[config.mk]
export PLATFORM = sky130hd
export DESIGN_NAME = clock_time_set_controller
export DESIGN_NICKNAME = d
export VERILOG_FILES = /design/src/design/clkts_pkg.sv /design/src/design/clock_time_set_controller.sv /design/src/design/clkts_debounce.sv /design/src/design/clkts_time.sv
export VERILOG_INCLUDE_DIRS = /design/src /design/src/design
export SDC_FILE = /design/constraint.sdc
export NUM_CORES = 1
export LEC_CHECK = 0
export BUFFER_PORTS_ARGS = -buffer_cell sky130_fd_sc_hd__clkbuf_2
export CAP_MARGIN = 40
export CORE_ASPECT_RATIO = 1.5
export CORE_MARGIN = 2
export CORE_UTILIZATION = 60
export DETAILED_ROUTE_END_ITERATION = 10
export GPL_TIMING_DRIVEN = 0
export MAX_ROUTING_LAYER = met4
export PLACE_DENSITY = 0.79
export SYNTH_ARGS = -nofsm -noshare
export SYNTH_HDL_FRONTEND = slang
export SYNTH_SLANG_ARGS = --single-unit
[constraint.sdc]
create_clock -name clk -period 6.8 [get_ports clk]
set_input_delay 1.02 -clock clk [delete_from_list [all_inputs] [get_ports clk]]
set_output_delay 1.02 -clock clk [all_outputs]
set_load 0.02 [all_outputs]
[src/design/clock_time_set_controller_assert.svh]
// Assertion macros for the time-set controller.
// Each macro expects clk and rst_n in the scope where it is used.
`ifndef CLOCK_TIME_SET_CONTROLLER_ASSERT_SVH
`define CLOCK_TIME_SET_CONTROLLER_ASSERT_SVH

// Check a property on every clock edge outside reset.
`define CLKTS_ASSERT(label, prop, msg) \
    label: assert property (@(posedge clk) disable iff (!rst_n) (prop)) else $error(msg);

// Check that a condition is followed by a consequence in the next cycle.
`define CLKTS_ASSERT_NEXT(label, ante, cons, msg) \
    label: assert property (@(posedge clk) disable iff (!rst_n) (ante) |=> (cons)) \
        else $error(msg);

`endif

[src/design/clkts_pkg.sv]
package clkts_pkg;

    // Debouncer history constants
    localparam logic [15:0] HIST_FORCE = 16'hE000;
    localparam logic [15:0] HIST_PRESS = 16'hF000;

    // Hour register layout
    localparam int HOUR_12_BIT = 6;
    localparam int PM_BIT      = 5;

    // Externally visible mode codes
    localparam logic [1:0] SET_MODE_IDLE   = 2'd0;
    localparam logic [1:0] SET_MODE_MINUTE = 2'd1;
    localparam logic [1:0] SET_MODE_HOUR   = 2'd2;

    typedef struct packed {
        logic       set_button_level;
        logic       inc_button_level;
        logic       clock_read_valid;
        logic [6:0] clock_minute_in;
        logic [6:0] clock_hour_in;
    } clkts_scan_t;

    typedef struct packed {
        logic [3:0] minute_ones;
        logic [2:0] minute_tens;
        logic [3:0] hour_ones;
        logic [1:0] hour_tens;
        logic       hour_tens_shown;
        logic       pm_lamp;
        logic       colon_lamp;
        logic [1:0] set_mode;
        logic       clock_write;
        logic [6:0] write_minute;
        logic [6:0] write_hour;
    } clkts_result_t;

endpackage

[src/design/clock_time_set_controller.sv]
// Two-button clock time-set controller.
// Input channel scan/scan_valid/scan_ready carries one scan per transfer:
// raw set and increment button levels plus an optional clock reading.
// Output channel result/result_valid/result_ready returns exactly one
// result per scan: display digits, lamps, the set mode and a clock write
// request with the minute and hour register values to write.
// From the input transfer to result_valid, the scan waits in the input
// register, then the button debouncers and time logic run in a single
// pass into the result register. Throughput is one scan per cycle while
// the receiver does not stall; the state update is a single pass of
// short BCD logic, so scans may follow back to back.
// When the receiver stalls, the result register holds and the input
// register takes one more scan; scan_ready then drops until the stall ends.
// Reset clears both registers' valid flags, the debounce histories, the
// time to 00:00 in 24-hour form, the mode to idle and sets the colon on.
module clock_time_set_controller
    import clkts_pkg::*;
(
    input  logic          clk,
    input  logic          rst_n,
    input  logic          scan_valid,
    output logic          scan_ready,
    input  clkts_scan_t   scan,
    output logic          result_valid,
    input  logic          result_ready,
    output clkts_result_t result
);

`include "clock_time_set_controller_assert.svh"

    clkts_scan_t   scan_reg;
    logic          scan_valid_reg;
    clkts_result_t result_reg;
    logic          result_valid_reg;
    clkts_result_t core_result;
    logic          advance;
    logic          set_press;
    logic          inc_press;

    // Move the held scan into the result register when there is room
    assign advance    = scan_valid_reg & (~result_valid_reg | result_ready);
    assign scan_ready = ~scan_valid_reg | advance;

    assign result_valid = result_valid_reg;
    assign result       = result_reg;

    clkts_debounce u_set_debounce (
        .clk   (clk),
        .rst_n (rst_n),
        .step  (advance),
        .level (scan_reg.set_button_level),
        .press (set_press)
    );

    clkts_debounce u_inc_debounce (
        .clk   (clk),
        .rst_n (rst_n),
        .step  (advance),
        .level (scan_reg.inc_button_level),
        .press (inc_press)
    );

    clkts_time u_time (
        .clk       (clk),
        .rst_n     (rst_n),
        .step      (advance),
        .set_press (set_press),
        .inc_press (inc_press),
        .scan      (scan_reg),
        .result    (core_result)
    );

    // Capture a new scan on each input transfer
    always_ff @(posedge clk or negedge rst_n)
    begin
        if (!rst_n)
        begin
            scan_valid_reg <= 1'b0;
        end
        else if (scan_valid && scan_ready)
        begin
            scan_valid_reg <= 1'b1;
        end
        else if (advance)
        begin
            scan_valid_reg <= 1'b0;
        end
    end

    always_ff @(posedge clk)
    begin
        if (scan_valid && scan_ready)
        begin
            scan_reg <= scan;
        end
    end

    // Hold the result until its transfer completes
    always_ff @(posedge clk or negedge rst_n)
    begin
        if (!rst_n)
        begin
            result_valid_reg <= 1'b0;
        end
        else if (advance)
        begin
            result_valid_reg <= 1'b1;
        end
        else if (result_ready)
        begin
            result_valid_reg <= 1'b0;
        end
    end

    always_ff @(posedge clk)
    begin
        if (advance)
        begin
            result_reg <= core_result;
        end
    end

    `CLKTS_ASSERT(a_write_in_idle, !(result_valid_reg && result_reg.clock_write) || (result_reg.set_mode == SET_MODE_IDLE), "clock write outside idle mode")
    `CLKTS_ASSERT(a_write_zero, !result_valid_reg || result_reg.clock_write || ((result_reg.write_minute == 7'd0) && (result_reg.write_hour == 7'd0)), "write fields not zero without clock write")
    `CLKTS_ASSERT_NEXT(a_advance_fills, advance, result_valid_reg, "processed scan produced no result")
    `CLKTS_ASSERT_NEXT(a_scan_held, scan_valid_reg && !advance, scan_valid_reg, "held scan dropped")

endmodule

[src/design/clkts_debounce.sv]
module clkts_debounce
    import clkts_pkg::*;
(
    input  logic clk,
    input  logic rst_n,
    input  logic step,
    input  logic level,
    output logic press
);

    logic [15:0] hist_reg;
    logic [15:0] hist_next;

    // Shift in the new sample, forcing the top bits high
    assign hist_next = {hist_reg[14:0], level} | HIST_FORCE;
    // Fire on one released sample followed by twelve pressed samples
    assign press = (hist_next == HIST_PRESS);

    always_ff @(posedge clk or negedge rst_n)
    begin
        if (!rst_n)
        begin
            hist_reg <= '0;
        end
        else if (step)
        begin
            hist_reg <= hist_next;
        end
    end

endmodule

[src/design/clkts_time.sv]
module clkts_time
    import clkts_pkg::*;
(
    input  logic          clk,
    input  logic          rst_n,
    input  logic          step,
    input  logic          set_press,
    input  logic          inc_press,
    input  clkts_scan_t   scan,
    output clkts_result_t result
);

    typedef enum logic [2:0] {
        MODE_IDLE   = 3'b001,
        MODE_MINUTE = 3'b010,
        MODE_HOUR   = 3'b100
    } mode_t;

    mode_t      mode_reg,   mode_next;
    logic [6:0] minute_reg, minute_next;
    logic [6:0] hour_reg,   hour_next;
    logic       twelve_reg, twelve_next;
    logic       colon_reg,  colon_next;
    logic       write_now;

    // Binary 0..59 to packed BCD
    function automatic logic [6:0] to_bcd(input logic [5:0] v);
        logic [2:0] t;
        logic [5:0] r;
        if (v >= 6'd50)
        begin
            t = 3'd5;
            r = v - 6'd50;
        end
        else if (v >= 6'd40)
        begin
            t = 3'd4;
            r = v - 6'd40;
        end
        else if (v >= 6'd30)
        begin
            t = 3'd3;
            r = v - 6'd30;
        end
        else if (v >= 6'd20)
        begin
            t = 3'd2;
            r = v - 6'd20;
        end
        else if (v >= 6'd10)
        begin
            t = 3'd1;
            r = v - 6'd10;
        end
        else
        begin
            t = 3'd0;
            r = v;
        end
        return {t, r[3:0]};
    endfunction

    // Minute register to binary, wrapped modulo 60
    function automatic logic [5:0] minute_mod60(input logic [6:0] bcd);
        logic [6:0] v;
        v = 7'(bcd[6:4]) * 7'd10 + 7'(bcd[3:0]);
        return (v >= 7'd60) ? 6'(v - 7'd60) : v[5:0];
    endfunction

    // 12-hour register to binary, wrapped modulo 12
    function automatic logic [3:0] hour12_mod12(input logic [6:0] bcd);
        logic [4:0] v;
        v = 5'(bcd[4]) * 5'd10 + 5'(bcd[3:0]);
        if (v >= 5'd24)
        begin
            v = v - 5'd24;
        end
        else if (v >= 5'd12)
        begin
            v = v - 5'd12;
        end
        return v[3:0];
    endfunction

    // 24-hour register to binary, wrapped modulo 24
    function automatic logic [4:0] hour24_mod24(input logic [6:0] bcd);
        logic [5:0] v;
        v = 6'(bcd[5:4]) * 6'd10 + 6'(bcd[3:0]);
        return (v >= 6'd24) ? 5'(v - 6'd24) : v[4:0];
    endfunction

    // Build a 12-hour register from hour 1..12 and PM flag
    function automatic logic [6:0] make_hour12(input logic [3:0] h, input logic pm);
        logic [6:0] b;
        b = to_bcd(6'(h));
        return {1'b1, pm, b[4:0]};
    endfunction

    // Build a 24-hour register from hour 0..23
    function automatic logic [6:0] make_hour24(input logic [4:0] h);
        logic [6:0] b;
        b = to_bcd(6'(h));
        return {1'b0, b[5:0]};
    endfunction

    // Apply set press, increment press and reading in that order
    always_comb
    begin
        logic [3:0] h12;
        logic [4:0] h24;
        logic [5:0] mbin;
        logic [1:0] tens;
        logic       pm;

        mode_next   = mode_reg;
        minute_next = minute_reg;
        hour_next   = hour_reg;
        twelve_next = twelve_reg;
        colon_next  = colon_reg;
        write_now   = 1'b0;
        h12         = '0;
        h24         = '0;
        mbin        = '0;
        pm          = 1'b0;

        if (set_press)
        begin
            case (mode_reg)
                MODE_MINUTE: mode_next = MODE_HOUR;
                MODE_HOUR:
                begin
                    mode_next = MODE_IDLE;
                    write_now = 1'b1;
                end
                default:     mode_next = MODE_MINUTE;
            endcase
        end

        if (inc_press)
        begin
            case (mode_next)
                MODE_MINUTE:
                begin
                    // Advance the minutes, wrapping 59 to 00
                    mbin = minute_mod60(minute_reg);
                    mbin = (mbin == 6'd59) ? 6'd0 : mbin + 6'd1;
                    minute_next = to_bcd(mbin);
                end
                MODE_HOUR:
                begin
                    if (twelve_reg)
                    begin
                        pm  = hour_reg[PM_BIT];
                        h12 = hour12_mod12(hour_reg) + 4'd1;
                        if (h12 == 4'd12)
                        begin
                            pm = ~pm;
                        end
                        hour_next = make_hour12(h12, pm);
                    end
                    else
                    begin
                        h24 = hour24_mod24(hour_reg);
                        h24 = (h24 == 5'd23) ? 5'd0 : h24 + 5'd1;
                        hour_next = make_hour24(h24);
                    end
                end
                default:
                begin
                    // Convert between 12-hour and 24-hour form and write it out
                    if (twelve_reg)
                    begin
                        h24 = 5'(hour12_mod12(hour_reg));
                        if (hour_reg[PM_BIT])
                        begin
                            h24 = h24 + 5'd12;
                        end
                        hour_next   = make_hour24(h24);
                        twelve_next = 1'b0;
                    end
                    else
                    begin
                        h24 = hour24_mod24(hour_reg);
                        pm  = (h24 >= 5'd12);
                        h12 = pm ? 4'(h24 - 5'd12) : h24[3:0];
                        if (h12 == 4'd0)
                        begin
                            h12 = 4'd12;
                        end
                        hour_next   = make_hour12(h12, pm);
                        twelve_next = 1'b1;
                    end
                    write_now = 1'b1;
                end
            endcase
        end

        // Take a reading only while idle
        if (scan.clock_read_valid && (mode_next == MODE_IDLE))
        begin
            minute_next = to_bcd(minute_mod60(scan.clock_minute_in));
            if (scan.clock_hour_in[HOUR_12_BIT])
            begin
                h12 = hour12_mod12(scan.clock_hour_in);
                if (h12 == 4'd0)
                begin
                    h12 = 4'd12;
                end
                hour_next   = make_hour12(h12, scan.clock_hour_in[PM_BIT]);
                twelve_next = 1'b1;
            end
            else
            begin
                hour_next   = make_hour24(hour24_mod24(scan.clock_hour_in));
                twelve_next = 1'b0;
            end
            colon_next = ~colon_reg;
        end

        // Decode the display from the updated state
        tens = twelve_next ? {1'b0, hour_next[4]} : hour_next[5:4];

        result.minute_ones     = minute_next[3:0];
        result.minute_tens     = minute_next[6:4];
        result.hour_ones       = hour_next[3:0];
        result.hour_tens       = tens;
        result.hour_tens_shown = (tens != 2'd0);
        result.pm_lamp         = twelve_next & hour_next[PM_BIT];
        result.colon_lamp      = colon_next;
        case (mode_next)
            MODE_MINUTE: result.set_mode = SET_MODE_MINUTE;
            MODE_HOUR:   result.set_mode = SET_MODE_HOUR;
            default:     result.set_mode = SET_MODE_IDLE;
        endcase
        result.clock_write  = write_now;
        result.write_minute = write_now ? minute_next : 7'd0;
        result.write_hour   = write_now ? hour_next : 7'd0;
    end

    // Commit state once per processed scan
    always_ff @(posedge clk or negedge rst_n)
    begin
        if (!rst_n)
        begin
            mode_reg   <= MODE_IDLE;
            minute_reg <= '0;
            hour_reg   <= '0;
            twelve_reg <= 1'b0;
            colon_reg  <= 1'b1;
        end
        else if (step)
        begin
            mode_reg   <= mode_next;
            minute_reg <= minute_next;
            hour_reg   <= hour_next;
            twelve_reg <= twelve_next;
            colon_reg  <= colon_next;
        end
    end

endmodule
==> results.md <==
* Status: finished, final reports clean
* P_sw at around 1.2 mW
* Skew-Pair Late Insertion Delay at ~0.35 ns
* Met2 Use GR at 0.4558
* Critical path peak fanout at 10
* Global route overflow at 0
* Count leader, synth: nand2_1
* WL per Instance at approximately 16 um
* Power share of the clock group at 0.184
* Ys Warns at 0
* Grt met1 use at 0.3283
* Post-Synth XOR/XNOR Area at 0.03364
* Die Outline Area at 0.01422 sq mm
* Die Y at roughly 150 um
* Critical Setup Path Class: register to register
* Fin crit share at 0.8513
* Mapped Nets at roughly 1000
* Skew final at 0.009855 ns
* Leakage at approximately 3.9 nW
* ANT cells at 0
* Post-synthesis cell count at ~900
* Total negative slack at 0 ns
* R2r setup slk at 1.01 ns
* P_int at between 1.5 and 2 mW
* Dpl ws at 1.163 ns
* Routed WL at ~18000 um
* Comb power frac at 0.530
* Number of max-cap violations at 0
* Non-filler instance count after layout at between 1000 and 1500
* Max Root-Sink Buffers at 2
* Synthesized flop and latch total at 95
* Placed Cells at roughly 1100
* Largest family of logic cells by synthesized area: compound AO/OA/AOI/OAI gates
* Vias in the first global route at 6515
* RSZ-0062 raised after global routing: false
* Mux cell area share after synthesis at 0.03380
* Hold Buf Count CTS at 0
* Gr usage total at 0.2676
* Final WS setup at 1.011 ns
* Critical Path RT at 6.89 ns
* First-pass detailed-route iteration total at 9
* RD Place Congestion at between 0.9 and 1
* Layer with the highest usage: met2
* Die X at slightly below 100 um
* Initial Util at 0.6144
* Initial drt markers at around 550
* Area Overhead vs Synth at 10.33%
* Sequential share of power at 0.286
* Max reg flops at 33
* Adder-cell share of the synthesized area at 0.1201
* Ports at 56
* Dpl cell area at approximately 0.0085 sq mm
* Worst VDD drop at around 0.21 mV
* Mapped Avg Cell Area at a little under 9 sq um
* Layout cells sized above 1 at 0.1394
* Max_slew headroom at 0.5324
* Clock sinks at 95
* Hold WS at around 0.48 ns
* Remaining antenna violation count at 0
* Root Buffer: clkbuf_16
* Area share of the largest cell type after synthesis at 0.1886
* Synth Cell Area at ~0.0080 sq mm
* Post-CTS Setup Inserts at 0
* Compound-Gate Fraction of Synth Area at 0.2325
* Biggest area consumer among synthesized cells: edfxtp_1
* Final Cell Area at 0.008781 sq mm
* Row Count at between 50 and 60
* Switching Fraction at 0.4407
* Design Power at around 2.7 mW
* Top post-synthesis cells by area: edfxtp_1 19%, dfrtp_1 14%, ha_1 11%
* Sequential fraction of the synthesis area at 0.3305
* Worst Tran Pin Value at 0.7013 ns
* PwrDens at roughly 310 mW/mm^2
* Simple-Gate Fraction of Synth Area at 0.2019
* Fin. Hold Viols at 0
* Nets at 1073
* Vias per std cell at between 6 and 7
* CTS HTree Levels at 3
* Core Util, Final at 0.6779
* Post-CTS Resized at 0
* Total number of vias at 6865
* Asr flop ratio synth at 0.4737
* Final min period at 5.789 ns
* Hold/Removal Path Class: register to register
* Fin. max-slew vios at 0
* DRC violations left at 0
* First-pass GRT wire length at 30790 um
* Count of final setup violators at 0
* Critical Path AT at slightly below 6 ns
* Met3 global-route usage at 0.02649
* Crit. End Element: register
* Cts bufs inserted at 9
* Largest net degree at the start of global routing at 31
* Placed wire-length estimate at about 14000 um
* Post-synth top cells: 154 x nand2_1, 70 x ha_1, 68 x nor2_1
* Initial antenna violation count at 0
* Clk slew on worst S/H paths at 0.08 ns
* Core area at ~0.013 sq mm
* CTS tree: built
* Most used DFF post-synth: edfxtp_1
* FMAX at ~170 MHz
* Cell variety after synth at 100
* CP startpoint kind: register
* Number of synthesized flops with an enable pin at 50
* PortBufs at 55
[worst max-delay path, stage by stage, from the launching register on]
cell and delay, ns:
dfrtp_1 0.43, ha_1 0.25, fa_1 0.47, xnor2_1 0.45, inv_2 0.17, ha_1 0.29, and2_1 0.16, a41oi_2 0.23
o2bb2ai_1 0.20, a311oi_4 0.35, nor3_1 0.16, a21oi_4 0.27, nand2_1 0.30, ha_1 0.34, nand2_1 0.09, inv_1 0.04
o21ai_0 0.24, nand3_1 0.19, o21ai_0 0.14, a21o_1 0.20, nand3_1 0.09, a21oi_1 0.38, nor3_1 0.09
[per-layer routing]
layer,share of wire,vias to the layer above
met2,0.51,214
met5,0,-
met4,0.026,0
met1,0.42,3183
li1,-,3426
met3,0.047,42
[power groups by stage]
| stage | sequential, mW | combinational, mW | clock [mW] |
|---|---|---|---|
| 6_report | 0.787 | 1.46 | 0.506 |
| 5_1_grt | 0.799 | 1.63 | 0.533 |
| 4_1_cts | 0.786 | 1.44 | 0.510 |
| 3_5_place_dp | 0.797 | 1.43 | 0 |
| 3_3_place_gp | 0.795 | 1.39 | 0 |
| 2_1_floorplan | 0.803 | 1.10 | 0 |
[cells in the final DEF (no fill, tap or decap), types with 7 or more instances in the layout]
cell,Yosys,final
ha_1,70,70
o22ai_1,8,8
clkbuf_16,0,9
and2_1,16,16
nor2b_1,13,13
nand2_1,154,154
clkbuf_1,26,25
xnor2_1,20,20
clkbuf_2,0,56
mux2i_1,12,12
dfrtp_1,43,43
a211oi_1,7,7
a21oi_1,55,55
inv_1,54,54
xor2_1,8,8
nor3_1,20,20
mux2_2,12,12
a21boi_0,9,9
edfxtp_1,50,50
nand3_1,26,26
nor2_1,68,68
a21o_1,14,14
nand2b_1,11,11
o21ai_0,39,39
a31oi_1,12,12
[final cells by class]
class | instances | area [sq um]
Inverter | 57 | 214.0
Fill cell | 1071 | 4173
Clock buffer | 9 | 225.2
Sequential cell | 95 | 2630
Timing Repair Buffer | 58 | 322.8
Buffer | 35 | 166.4
Tap cell | 159 | 198.9
Clock inverter | 7 | 73.82
Multi-Input combinational cell | 722 | 4950
[kinds of logic (layout without fill, tap and decap cells)]
| group | Yosys count | count (layout) |
|---|---|---|
| AND/OR/NAND/NOR | 344 | 344 |
| AO/OA/AOI/OAI | 250 | 250 |
| flip-flops | 95 | 95 |
| buffers and inverters | 92 | 166 |
| adder cells (fa/ha/maj) | 74 | 74 |
| XOR/XNOR | 29 | 29 |
| multiplexers | 25 | 25 |
[worst paths after layout]
check                                               to  cells after the start                        start
setup / recovery                             result[8]                     22         u_time.minute_reg[1]
hold / removal             u_set_debounce.hist_reg[11]                      2  u_set_debounce.hist_reg[11]
setup reg to reg                             result[8]                     22         u_time.minute_reg[1]
hold reg to reg            u_set_debounce.hist_reg[11]                      2  u_set_debounce.hist_reg[11]
max in group asynchronous           u_time.mode_reg[0]                      2                        rst_n
min in group asynchronous           u_time.hour_reg[4]                      1                        rst_n
No activity file was read; power rests on OpenSTA's default activity.
